<file path="config.mk">
export PLATFORM = sky130hd
export DESIGN_NAME = mlp_ctrl
export DESIGN_NICKNAME = d
export VERILOG_FILES = /design/src/hdl/mlp_pkg.sv /design/src/hdl/mlp_ctrl.sv
export SDC_FILE = /design/constraint.sdc
export NUM_CORES = 1
export LEC_CHECK = 0
export BUFFER_PORTS_ARGS = -buffer_cell sky130_fd_sc_hd__buf_4
export CORE_MARGIN = 3
export CORE_UTILIZATION = 50
export CTS_CLUSTER_SIZE = 40
export DETAILED_ROUTE_END_ITERATION = 10
export HOLD_SLACK_MARGIN = 0.06
export PLACE_DENSITY = 0.77
export SYNTH_ARGS = -nofsm -noshare
export SYNTH_HDL_FRONTEND = slang
export SYNTH_SLANG_ARGS = --single-unit
</file>
<file path="constraint.sdc">
create_clock -name clk -period 2.1 [get_ports clk]
set_clock_uncertainty 0.05 [all_clocks]
set_input_delay 0.105 -clock clk [delete_from_list [all_inputs] [get_ports clk]]
set_output_delay 0.105 -clock clk [all_outputs]
set_load 0.1 [all_outputs]
</file>
<file path="src/hdl/mlp_pkg.sv">
// ----------------------------------------------------------------------------
// mlp_pkg
// Shared types and constants of the perceptron evaluator: weight table
// geometry, tanh polynomial coefficients, controller states and the
// command and status groups between controller and datapath.
// ----------------------------------------------------------------------------
package mlp_pkg;

	localparam int MAT_LAYERS = 3;
	localparam int MAT_ROWS   = 8;
	localparam int MAT_COLS   = 9;
	localparam int WMEM_DEPTH = MAT_LAYERS * MAT_ROWS * MAT_COLS;
	localparam int WADDR_W    = $clog2(WMEM_DEPTH);
	// row and column counters, wide enough for 32 neurons plus the bias column
	localparam int IDX_W      = 6;

	localparam logic signed [15:0] ONE_Q12   = 16'sd4096;
	localparam logic [16:0]        TANH_HIGH = 17'd21709;
	localparam logic [16:0]        TANH_LOW  = 17'd3686;

	// Q0.16 coefficients
	localparam logic signed [23:0] CUBIC_K3 = -24'sd15453;
	localparam logic signed [23:0] CUBIC_K1 = 24'sd64448;
	localparam logic signed [23:0] QUINT_K5 = 24'sd92;

	function automatic logic signed [23:0] quint_coef(input logic [2:0] step);
		logic signed [23:0] c;
		case (step)
			3'd0:    c = -24'sd1789;
			3'd1:    c = 24'sd13389;
			3'd2:    c = -24'sd49801;
			3'd3:    c = 24'sd92923;
			3'd4:    c = -24'sd4889;
			default: c = 24'sd0;
		endcase
		return c;
	endfunction

	typedef enum logic [2:0] {
		ST_IDLE, ST_MAC, ST_DRAIN, ST_ROUND, ST_TSTART, ST_TANH, ST_OMUL, ST_OFIN
	} state_t;

	typedef enum logic [1:0] {PH_L1, PH_L2, PH_OUT} phase_t;

	typedef enum logic [1:0] {SRC_IN, SRC_H1, SRC_H2} src_t;

	typedef struct packed {
		logic             idle;
		logic             load_in;
		logic             wr_en;
		logic             mac_issue;
		logic [1:0]       mat;
		logic [IDX_W-1:0] row;
		logic [IDX_W-1:0] col;
		src_t             src;
		logic             round_en;
		logic             tanh_start;
		logic             h1_wr;
		logic             h2_wr;
		logic             out_mul;
		logic             out_fin;
	} mlp_cmd_t;

	typedef struct packed {
		logic tanh_done;
		logic out_full;
	} mlp_status_t;

endpackage

</file>
<file path="src/hdl/mlp_ctrl.sv">
// ----------------------------------------------------------------------------
// mlp_ctrl
// Sequencer of the evaluator: walks layers, neurons and columns, and
// steps the datapath through accumulate, round, tanh and output scaling.
// ----------------------------------------------------------------------------
module mlp_ctrl #(
	parameter int HIDDEN_ONE_SIZE = 8,
	parameter int HIDDEN_TWO_SIZE = 8
) (
	input  logic                 clk,
	input  logic                 arst_n,
	input  logic                 in_accept,
	input  logic                 in_command,
	input  logic [1:0]           layer_count,
	input  mlp_pkg::mlp_status_t st,
	output mlp_pkg::mlp_cmd_t    cmd
);
	import mlp_pkg::*;

	localparam logic [IDX_W-1:0] H1_N = IDX_W'(HIDDEN_ONE_SIZE);
	localparam logic [IDX_W-1:0] H2_N = IDX_W'(HIDDEN_TWO_SIZE);

	state_t           state_q, state_d;
	phase_t           ph_q, ph_d;
	logic [IDX_W-1:0] row_q, row_d, col_q, col_d;
	logic [IDX_W-1:0] ncols, row_last;
	logic             two;

	assign two = layer_count >= 2'd2;

	always_ff @(posedge clk or negedge arst_n) begin
		if (!arst_n) begin
			state_q <= ST_IDLE;
			ph_q    <= PH_L1;
			row_q   <= '0;
			col_q   <= '0;
		end else begin
			state_q <= state_d;
			ph_q    <= ph_d;
			row_q   <= row_d;
			col_q   <= col_d;
		end
	end

	always_comb begin
		state_d = state_q;
		ph_d    = ph_q;
		row_d   = row_q;
		col_d   = col_q;
		cmd     = '0;
		cmd.row = row_q;
		cmd.col = col_q;

		case (ph_q)
			PH_L1: begin
				ncols    = IDX_W'(2);
				row_last = H1_N - IDX_W'(1);
				cmd.mat  = 2'd0;
				cmd.src  = SRC_IN;
			end
			PH_L2: begin
				ncols    = H1_N;
				row_last = H2_N - IDX_W'(1);
				cmd.mat  = 2'd1;
				cmd.src  = SRC_H1;
			end
			default: begin
				ncols    = two ? H2_N : H1_N;
				row_last = '0;
				cmd.mat  = two ? 2'd2 : 2'd1;
				cmd.src  = two ? SRC_H2 : SRC_H1;
			end
		endcase

		case (state_q)
			ST_IDLE: begin
				cmd.idle = 1'b1;
				if (in_accept) begin
					if (in_command) begin
						cmd.load_in = 1'b1;
						ph_d    = PH_L1;
						row_d   = '0;
						col_d   = '0;
						state_d = ST_MAC;
					end else begin
						cmd.wr_en = 1'b1;
					end
				end
			end
			ST_MAC: begin
				cmd.mac_issue = 1'b1;
				if (col_q == ncols)
					state_d = ST_DRAIN;
				else
					col_d = col_q + IDX_W'(1);
			end
			ST_DRAIN: state_d = ST_ROUND;
			ST_ROUND: begin
				cmd.round_en = 1'b1;
				state_d = (ph_q == PH_OUT) ? ST_OMUL : ST_TSTART;
			end
			ST_TSTART: begin
				cmd.tanh_start = 1'b1;
				state_d = ST_TANH;
			end
			ST_TANH: begin
				if (st.tanh_done) begin
					cmd.h1_wr = ph_q == PH_L1;
					cmd.h2_wr = ph_q == PH_L2;
					col_d     = '0;
					state_d   = ST_MAC;
					if (row_q == row_last) begin
						row_d = '0;
						ph_d  = (ph_q == PH_L1 && two) ? PH_L2 : PH_OUT;
					end else begin
						row_d = row_q + IDX_W'(1);
					end
				end
			end
			ST_OMUL: begin
				cmd.out_mul = 1'b1;
				state_d = ST_OFIN;
			end
			ST_OFIN: begin
				if (!st.out_full) begin
					cmd.out_fin = 1'b1;
					state_d = ST_IDLE;
				end
			end
			default: state_d = ST_IDLE;
		endcase
	end

endmodule

</file>
==> results.md <==
- Placed Area: 1430 sq um
- CP max FO: 14
- FF+latch area: 428 sq um
- Net count, final: 172
- Design Area, Final: 1470 sq um
- Die Area: 2820 sq um
- Area of the multi-input gates: 689 sq um
- P_leak: 0.676 nW
- Crit Path Category: reg -> out
- Die Y: 53.1 um
- Critical path endpoint: cmd[23]
- WL per Instance: 13.8 um
- Yosys warning total: 0
- Cell-internal power: 0.861 mW
- Final period util: 91.1%
- Die width: 53.1 um
- Critical R2R Launch: ph_q[1]
- Starting density of the core: 54.8%
- Asr flop ratio synth: 100%
- Placed cells: 183
- Drt pass-1 iters: 4
- R2R Setup Slk: 0.37 ns
- Switching share of power: 61.5%
- Layout cells sized above 1: 37.9%
- Area added between synthesis and finish: 33.1%
- # fillers: 164
- Post-Route WL: 2600 um
- Fin cells: 188
- Avg Cell Area, Syn: 8.72 sq um
- Via density: 5.57
- First-pass GRT wire length: 4340 um
- Worst setup margin: 0.186 ns
- Max_slew headroom: 69.0%
- Crit path time final: 1.91 ns
- Port Buf Inserts: 32
- Drt drc: 0
- CP Capture Type: output pin
- Post-route ant nets: 0
- Combinational share of power: 66.7%
- Slew Viols, Final: 0
- Seq pwr share: 25.5%
- Final setup viols: 0
- Root buffer cell: clkbuf_4
- CTS tree: done
- Worst min path class: in -> reg
- Arrival @ worst endpoint: 1.76 ns
- Syn Inst Count: 127
- FF-to-FF End: ph_q[0]
- Net Sw Power: 1.38 mW
- Peak VDD IR: 0.00125 V
- Fmax: 523 MHz
- Nature of the critical path startpoint: flip-flop
- Clock share of power: 7.7%
- Most used flip-flop cell after synthesis: dfrtp_1
- Post-DP HPWL: 2030 um
- Routed via count: 1047
- H-tree depth: 1
- Hold slack: 0.139 ns
- DRT iter0 DRCs: 9
- N_diodes: 0
- EDFF count, synth: 0
- Most common cell after layout, fill and taps aside: buf_4
- Fin util: 72.9%
- Critical hold path startpoint: layer_count[1]
- Initial antenna violation count: 0
- Gr usage total: 21.1%
- Clk buf depth: 2
- Status: complete, no violations
- Netlist cell types: 42
- Pre-CTS WS: 0.342 ns
- Worst Tran Pin Value: 0.462 ns
- Worst skew pair latency: 0.29 ns
- Commonest cells after routing, fill and taps aside: buf_4 (35), nand2_1 (16), dfrtp_1 (15), nor2_1 (14), o21ai_0 (7)
- Hold Crit Depth: 3
- Core Area: 2020 sq um
- Pin count of the biggest net entering global routing: 18
- Register area share after synthesis: 38.4%
- Worst Reg-to-Reg Cells: 5
- Gr ovfl total: 0
- Cell area after synthesis: 1110 sq um
- MaxCap Viol Count: 0
- RSZ-0062 raised after global routing: no
- Worst EP required: 1.95 ns
- Gpl congestion: 0.814
- # clock sinks: 17
- Hold Fails Final Rpt: 0
- #FFs+latches synth: 17
- Clk slew on worst S/H paths: 0.10 ns
- Post-CTS setup buffers: 0
- Syn Nets: 137
- Top Ports: 34
- Row cnt: 16
- PwrDens: 1520 nW/um^2
- Total CTS buffers: 3
- Vias in the first global route: 999
- Worst setup path start: state_q[2]
[cell type report]
class | count | area share [%]
Inverter | 6 | 1.53
Tap cell | 27 | 2.29
Multi-Input combinational cell | 98 | 46.8
Clock buffer | 3 | 1.53
Sequential cell | 17 | 29.0
Timing Repair Buffer | 36 | 18.5
Clock inverter | 1 | 0.340
[state kept, by name, indices dropped and copies added, names as in the netlist]
signal and cells:
row_q 6, ph_q 2, col_q 6, state_q 3
[cells in the mapped netlist (2+ instances only)]
master	n	area (sq um)
nor2_1	18	67.6
dfrtp_1	17	425
nand2_1	16	60.1
o21ai_0	7	35.0
inv_1	6	22.5
nor3_1	5	25.0
xor2_1	5	43.8
nand3_1	4	20.0
nand4_1	4	25.0
a21oi_1	3	15.0
nand2b_1	3	18.8
nand3b_1	3	22.5
a22o_1	2	17.5
and2_1	2	12.5
buf_2	2	10.0
buf_4	2	15.0
ha_1	2	25.0
o21ai_1	2	10.0
[worst max-delay path, cell delays in order (launching register included)]
cell	delay, ns
dfrtp_2	0.51
or3_4	0.47
nor3b_2	0.19
buf_4	0.30
[cell families after synthesis]
logic type | synth area share [%]
flip-flops | 38.4
multiplexers | 0.904
AO/OA/AOI/OAI | 17.9
buffers and inverters | 5.65
adder cells (fa/ha/maj) | 2.26
XOR/XNOR | 4.75
AND/OR/NAND/NOR | 30.2
[power by group through the flow]
stage	clock network, mW	registers (mW)	logic [mW]
2_1_floorplan	0	0.822	0.921
3_3_place_gp	0	0.564	1.46
3_5_place_dp	0	0.569	1.48
4_1_cts	0.179	0.561	1.49
5_1_grt	0.196	0.592	1.58
6_report	0.172	0.571	1.49
[worst min path at each step]
stage	end	slack [ns]
final	ph_q[0]	0.14
after global routing	state_q[0]	0.12
after CTS	ph_q[0]	0.13
after detailed placement	row_q[2]	-0.07
after global placement	row_q[1]	-0.07
after floorplan	col_q[0]	-0.24
[metrics by stage]
stage	TNS [ns]	power, mW
after global placement	0	2.03
after global routing	0	2.37
after CTS	0	2.23
final	0	2.24
after detailed placement	0	2.05
after floorplan	-0.198	1.74
[layer usage]
metal / GRT usage, % / vias to the layer above / part of all wire (%)
met2: 33.7 / 36 / 46
met5: 0 / - / 0
met1: 27.1 / 495 / 47
met3: 3.94 / 6 / 5.5
li1: - / 510 / -
met4: 10.6 / 0 / 1.8
[repair_timing]
| action | in CTS | in global routing |
|---|---|---|
| setup endpoints to repair | 0 | 4 |
| gates resized for setup | 0 | 3 |
| hold endpoints to repair | 17 | 0 |
| hold buffers | 1 | 0 |
No activity file was read; power rests on OpenSTA's default activity.
