File: src/hdl/mlp_pkg.sv
// ----------------------------------------------------------------------------
// mlp_pkg
// Shared types and constants of the perceptron evaluator: weight table
// geometry, tanh polynomial coefficients, controller states and the
// command and status groups between controller and datapath.
// ----------------------------------------------------------------------------
package mlp_pkg;

	localparam int MAT_LAYERS = 3;
	localparam int MAT_ROWS   = 8;
	localparam int MAT_COLS   = 9;
	localparam int WMEM_DEPTH = MAT_LAYERS * MAT_ROWS * MAT_COLS;
	localparam int WADDR_W    = $clog2(WMEM_DEPTH);
	// row and column counters, wide enough for 32 neurons plus the bias column
	localparam int IDX_W      = 6;

	localparam logic signed [15:0] ONE_Q12   = 16'sd4096;
	localparam logic [16:0]        TANH_HIGH = 17'd21709;
	localparam logic [16:0]        TANH_LOW  = 17'd3686;

	// Q0.16 coefficients
	localparam logic signed [23:0] CUBIC_K3 = -24'sd15453;
	localparam logic signed [23:0] CUBIC_K1 = 24'sd64448;
	localparam logic signed [23:0] QUINT_K5 = 24'sd92;

	function automatic logic signed [23:0] quint_coef(input logic [2:0] step);
		logic signed [23:0] c;
		case (step)
			3'd0:    c = -24'sd1789;
			3'd1:    c = 24'sd13389;
			3'd2:    c = -24'sd49801;
			3'd3:    c = 24'sd92923;
			3'd4:    c = -24'sd4889;
			default: c = 24'sd0;
		endcase
		return c;
	endfunction

	typedef enum logic [2:0] {
		ST_IDLE, ST_MAC, ST_DRAIN, ST_ROUND, ST_TSTART, ST_TANH, ST_OMUL, ST_OFIN
	} state_t;

	typedef enum logic [1:0] {PH_L1, PH_L2, PH_OUT} phase_t;

	typedef enum logic [1:0] {SRC_IN, SRC_H1, SRC_H2} src_t;

	typedef struct packed {
		logic             idle;
		logic             load_in;
		logic             wr_en;
		logic             mac_issue;
		logic [1:0]       mat;
		logic [IDX_W-1:0] row;
		logic [IDX_W-1:0] col;
		src_t             src;
		logic             round_en;
		logic             tanh_start;
		logic             h1_wr;
		logic             h2_wr;
		logic             out_mul;
		logic             out_fin;
	} mlp_cmd_t;

	typedef struct packed {
		logic tanh_done;
		logic out_full;
	} mlp_status_t;

endpackage

File: src/hdl/mlp_dp.sv
// ----------------------------------------------------------------------------
// mlp_dp
// Datapath: weight memory, hidden value registers, multiply-accumulate,
// Q3.12 rounding with clip, output offset and span scaling, result register.
// ----------------------------------------------------------------------------
module mlp_dp #(
	parameter int HIDDEN_ONE_SIZE = 8,
	parameter int HIDDEN_TWO_SIZE = 8
) (
	input  logic               clk,
	input  logic               arst_n,
	input  mlp_pkg::mlp_cmd_t  cmd,
	input  logic [1:0]         in_layer,
	input  logic [2:0]         in_row,
	input  logic [3:0]         in_col,
	input  logic signed [15:0] in_weight,
	input  logic signed [15:0] in_lux,
	input  logic signed [15:0] in_temp,
	input  logic signed [15:0] out_offset,
	input  logic [15:0]        out_span,
	input  logic signed [15:0] tanh_y,
	output logic signed [15:0] tanh_x,
	output logic               out_full,
	input  logic               out_ready,
	output logic               out_valid,
	output logic signed [31:0] voltage_ref,
	output logic               saturated
);
	import mlp_pkg::*;

	localparam int H1_IW = (HIDDEN_ONE_SIZE > 1) ? $clog2(HIDDEN_ONE_SIZE) : 1;
	localparam int H2_IW = (HIDDEN_TWO_SIZE > 1) ? $clog2(HIDDEN_TWO_SIZE) : 1;

	logic signed [15:0] wmem [WMEM_DEPTH];
	logic signed [15:0] h1_q [HIDDEN_ONE_SIZE];
	logic signed [15:0] h2_q [HIDDEN_TWO_SIZE];

	logic [WADDR_W-1:0] wr_addr, rd_addr;
	logic               rd_ok;
	logic [IDX_W-1:0]   col_m1;
	logic signed [15:0] opnd, rdata_q, opnd_s1, lux_q, temp_q, q12_q;
	logic               mac_s1, first_s1, zero_s1;
	logic signed [39:0] acc_q, prod_ext, rnd;
	logic signed [31:0] prod;
	logic               clip_q, out_v_q;
	logic signed [16:0] sum17;
	logic signed [33:0] oprod_q, orv;
	logic signed [31:0] volt_q;
	logic               sat_q;

	assign wr_addr = WADDR_W'(in_layer) * WADDR_W'(MAT_ROWS * MAT_COLS)
		+ WADDR_W'(in_row) * WADDR_W'(MAT_COLS) + WADDR_W'(in_col);
	assign rd_addr = WADDR_W'(cmd.mat) * WADDR_W'(MAT_ROWS * MAT_COLS)
		+ WADDR_W'(cmd.row[2:0]) * WADDR_W'(MAT_COLS) + WADDR_W'(cmd.col[3:0]);
	// neurons and columns outside the 8 x 9 table use weight zero
	assign rd_ok = (cmd.row < IDX_W'(MAT_ROWS)) && (cmd.col < IDX_W'(MAT_COLS));
	assign col_m1 = cmd.col - IDX_W'(1);

	always_ff @(posedge clk) begin
		if (cmd.wr_en && in_layer < 2'(MAT_LAYERS) && in_col < 4'(MAT_COLS))
			wmem[wr_addr] <= in_weight;
		if (cmd.mac_issue)
			rdata_q <= wmem[rd_addr];
	end

	always_comb begin
		if (cmd.col == '0) begin
			opnd = ONE_Q12;
		end else begin
			case (cmd.src)
				SRC_IN:  opnd = (cmd.col == IDX_W'(1)) ? lux_q :
					(cmd.col == IDX_W'(2)) ? temp_q : 16'sd0;
				SRC_H1:  opnd = h1_q[col_m1[H1_IW-1:0]];
				SRC_H2:  opnd = h2_q[col_m1[H2_IW-1:0]];
				default: opnd = 16'sd0;
			endcase
		end
	end

	always_ff @(posedge clk or negedge arst_n) begin
		if (!arst_n) begin
			mac_s1   <= 1'b0;
			first_s1 <= 1'b0;
			zero_s1  <= 1'b0;
		end else begin
			mac_s1   <= cmd.mac_issue;
			first_s1 <= cmd.col == '0;
			zero_s1  <= !rd_ok;
		end
	end

	always_ff @(posedge clk) begin
		if (cmd.mac_issue)
			opnd_s1 <= opnd;
		if (cmd.load_in) begin
			lux_q  <= in_lux;
			temp_q <= in_temp;
		end
	end

	assign prod     = rdata_q * opnd_s1;
	assign prod_ext = zero_s1 ? 40'sd0 : {{8{prod[31]}}, prod};
	assign rnd      = (acc_q + 40'sd2048) >>> 12;

	always_ff @(posedge clk or negedge arst_n) begin
		if (!arst_n) begin
			acc_q  <= '0;
			clip_q <= 1'b0;
		end else begin
			if (mac_s1)
				acc_q <= first_s1 ? prod_ext : acc_q + prod_ext;
			if (cmd.load_in)
				clip_q <= 1'b0;
			else if (cmd.round_en && (rnd > 40'sd32767 || rnd < -40'sd32768))
				clip_q <= 1'b1;
		end
	end

	always_ff @(posedge clk) begin
		if (cmd.round_en) begin
			if (rnd > 40'sd32767)
				q12_q <= 16'sd32767;
			else if (rnd < -40'sd32768)
				q12_q <= -16'sd32768;
			else
				q12_q <= rnd[15:0];
		end
		if (cmd.h1_wr)
			h1_q[cmd.row[H1_IW-1:0]] <= tanh_y;
		if (cmd.h2_wr)
			h2_q[cmd.row[H2_IW-1:0]] <= tanh_y;
	end

	assign tanh_x = q12_q;

	// (y + offset) * span stays within 34 bits, so the 32-bit result never clips
	assign sum17 = 17'(q12_q) + 17'(out_offset);
	assign orv   = oprod_q + 34'sd128;

	always_ff @(posedge clk) begin
		if (cmd.out_mul)
			oprod_q <= sum17 * $signed({1'b0, out_span});
		if (cmd.out_fin) begin
			volt_q <= {{6{orv[33]}}, orv[33:8]};
			sat_q  <= clip_q;
		end
	end

	always_ff @(posedge clk or negedge arst_n) begin
		if (!arst_n)
			out_v_q <= 1'b0;
		else if (cmd.out_fin)
			out_v_q <= 1'b1;
		else if (out_ready)
			out_v_q <= 1'b0;
	end

	assign out_full    = out_v_q && !out_ready;
	assign out_valid   = out_v_q;
	assign voltage_ref = volt_q;
	assign saturated   = sat_q;

endmodule

File: config.mk
export PLATFORM = sky130hd
export DESIGN_NAME = mlp_dp
export DESIGN_NICKNAME = d
export VERILOG_FILES = /design/src/hdl/mlp_pkg.sv /design/src/hdl/mlp_dp.sv
export SDC_FILE = /design/constraint.sdc
export NUM_CORES = 2
export LEC_CHECK = 0
export BUFFER_PORTS_ARGS = -buffer_cell sky130_fd_sc_hd__clkbuf_2
export CAP_MARGIN = 15
export CORE_MARGIN = 2
export CORE_UTILIZATION = 45
export CTS_CLUSTER_SIZE = 28
export DETAILED_ROUTE_END_ITERATION = 12
export PLACE_DENSITY = 0.62
export SLEW_MARGIN = 20
export SYNTH_ARGS = -nofsm -noshare
export SYNTH_HDL_FRONTEND = slang
export SYNTH_SLANG_ARGS = --single-unit
File: constraint.sdc
create_clock -name clk -period 11.3 [get_ports clk]
set_input_delay 0 -clock clk [delete_from_list [all_inputs] [get_ports clk]]
set_output_delay 0 -clock clk [all_outputs]
set_load 0.05 [all_outputs]
==> flow_summary.json <==
{
  "status": "complete, no violations",
  "synth_area_sq_um": 173000,
  "syn-num-nets": 9882,
  "syn_inst": 8947,
  "irDropWorstVdd_mv": 0.974,
  "crit_family": "adder cells",
  "met3_usage": 0.0335,
  "synth_common_cells": "edfxtp_1 (3846), mux4_2 (1179), inv_1 (622)",
  "cp_max_fo": 16,
  "critPathMaxStageDelay_ns": 0.93,
  "core_sq_um": 382000,
  "viasPerCell": 5.80,
  "ios": 185,
  "synthArstFlopShare": 0.0116,
  "initial_utilization": 0.452,
  "grt_busiest_layer": "met2",
  "gr-usage-all-layers": 0.217,
  "report.final.hold_viol_count": 0,
  "min_path_type": "in2reg",
  "antenna_found_initial": 22,
  "placementRows": 227,
  "synth_top_area_cell": "edfxtp_1",
  "ys_warn_count": 0,
  "final_nets": 10508,
  "ys_seq_area_frac": 0.675,
  "area_delta_synth_final_pct": 13.0,
  "p_leak_nw": 65.6,
  "htreeDepth": 5,
  "dieArea_sq_um": 389000,
  "route.detailed.drc": 0,
  "dpl.hpwl_microns": 260000,
  "ys_top_cells_by_area": "edfxtp_1 (67%), mux4_2 (15%), fa_1 (6.3%), ha_1 (1.9%), inv_1 (1.4%)",
  "r2r_cells": 28,
  "synth_top_area_frac": 0.668,
  "ys_seq_elements": 3891,
  "dieHeight_microns": 624,
  "crit_path_start_kind": "flip-flop",
  "fin_crit_sh": 0.871,
  "end_kind": "flip-flop",
  "synth-edff-count": 3846,
  "hold_path_depth": 2,
  "slew_violations": 0,
  "worstMarginPinSlew_ns": 1.34,
  "drt_iter0_markers": 8966,
  "holdPathEnd": "h1_q[0][7]",
  "grt_util_met1": 0.305,
  "crit_arrival_ns": 10.73,
  "root_buffer": "clkbuf_16",
  "clk_pin_slew_ns": 0.07,
  "synth_cell_type_count": 82,
  "setup_ws_ns": 1.46,
  "cts.path.max_buffers": 4,
  "min_period_ns": 9.84,
  "power.density_nw_per_um2": 283,
  "overflow": 0,
  "r2r_slack_ns": 1.46,
  "cts_tree": "built",
  "port_buffers": 182,
  "syn_area_per_cell_sq_um": 19.3,
  "synth_ff_type": "edfxtp_1",
  "use_met2": 0.358,
  "grt_pass1_wl_microns": 620000,
  "max-cap-violations": 0,
  "cp_slowest_cell": "fa_1",
  "grt_start_max_net_pins": 130,
  "pre_cts_ws_ns": 1.47,
  "gp_congestion": 0.819,
  "drive_gt1_frac": 0.237,
  "die_x_microns": 624,
  "post-cts-setup-buffer-count": 0,
  "routed_wl_microns": 424000,
  "cts_buffers": 393,
  "setup_viol": 0,
  "rsz0062_at_grt": "no",
  "clock-sinks": 3891,
  "first_global_vias": 90567,
  "r2r-start": "opnd_s1[1]",
  "first_pass_iters": 6,
  "hold_start": "tanh_y[7]",
  "tns_ns": 0,
  "timing.fmax_mhz": 102,
  "crit_type": "reg2reg",
  "r2r-end": "acc_q[39]",
  "wl_per_cell_microns": 28.4,
  "skew_ns": 0.0988,
  "final_antenna_net_count": 0,
  "vias": 86723,
  "crit_top_cell": "fa_1",
  "cp.required_ns": 12.19,
  "relSlewSlack": 0.103,
  "critPathBufInv": 2,
  "yosysMostFrequentCell": "edfxtp_1",
  "clk_latency_ns": 0.97
}
## per-layer routing
| layer | up-vias | wire length, microns |
|---|---|---|
| met2 | 3241 | 208000 |
| met3 | 598 | 29800 |
| li1 | 36276 | - |
| met1 | 46602 | 175000 |
| met5 | - | 34 |
| met4 | 6 | 11800 |
## worst max-delay path by stage
stage | startpoint | end | slack [ns] | cells after the start
6_report | opnd_s1[1] | acc_q[39] | 1.46 | 28
5_1_grt | tanh_x[0] | oprod_q[33] | 0.70 | 32
4_1_cts | opnd_s1[1] | acc_q[39] | 1.45 | 28
3_5_place_dp | opnd_s1[1] | acc_q[39] | 1.47 | 28
3_3_place_gp | opnd_s1[1] | acc_q[39] | 1.60 | 30
2_1_floorplan | rdata_q[15] | acc_q[39] | 2.61 | 29
## timing repair
action,4_1_cts,5_1_grt
hold buffers,141,1
gates resized for setup,0,0
hold endpoints to repair,2218,8
## where the power goes
part	switching [mW]	total [mW]	internal [mW]
clock network	5.49	12.6	7.12
registers	0.314	16.9	16.6
logic	15.0	25.8	10.8
## flip-flops by register name (all words and copies together) (netlist names), 16 cells and up
name,flops
rdata_q,16
oprod_q,27
opnd_s1,16
h2_q,128
h1_q,128
acc_q,40
tanh_x,16
voltage_ref,26
lux_q,16
wmem,3456
temp_q,16
## layout by cell type, fill, tap and decap left out, types with 20 or more instances in the layout
master	netlist	layout
a21oi_1	145	145
clkbuf_1	265	88
nor3_1	39	35
nand4_1	25	25
xnor2_1	97	84
nor2_2	0	25
a21o_1	45	45
clkinv_2	0	63
nand2_1	365	364
o21ai_0	77	76
and2_1	281	281
nand3_1	59	59
fa_1	545	544
mux2i_1	49	49
and3_1	33	33
xor2_1	55	50
inv_1	622	622
nor2_1	432	392
clkbuf_16	0	400
a211oi_1	38	38
dlygate4sd3_1	0	142
buf_6	5	20
clkbuf_2	1	164
o21a_1	28	28
edfxtp_1	3846	3846
nor2b_1	28	28
bufinv_16	0	26
buf_4	12	316
mux4_2	1179	1179
dfrtp_1	45	43
ha_1	256	252
clkinv_1	0	87
## cell type report
class / count / area (sq um)
Antenna cell: 12 / 30.0
Timing Repair Buffer: 659 / 5180
Multi-Input combinational cell: 4006 / 52500
Sequential cell: 3891 / 117000
Fill cell: 30274 / 187000
Clock inverter: 225 / 2040
Tap cell: 5038 / 6300
Clock buffer: 490 / 10400
Inverter: 622 / 2330
## per-stage QoR
step | total power [mW] | instance area (sq um) | hold slack (ns) | utilization | std cells
6_report | 55.3 | 195000 | 0.0332 | 0.511 | 14943
5_1_grt | 59.2 | 195000 | 0.0605 | 0.511 | 14933
4_1_cts | 55.8 | 195000 | 0.00108 | 0.511 | 14928
3_5_place_dp | 43.1 | 181000 | 0.180 | 0.475 | 14072
3_3_place_gp | 42.7 | 181000 | 0.176 | 0.474 | 14072
2_1_floorplan | 36.0 | 173000 | -0.296 | - | 8947
## kinds of logic after synthesis
family	count (synthesis)	share of synthesized area
muxes	1248	0.158
and+or+nand+nor	1320	0.0359
DFF	3891	0.675
xor gates and xnor gates	152	0.00770
AOI/OAI and AO/OA	485	0.0184
buffers and inverters	1050	0.0241
adders and majority gates	801	0.0816
(Power assumes the default switching activity.)
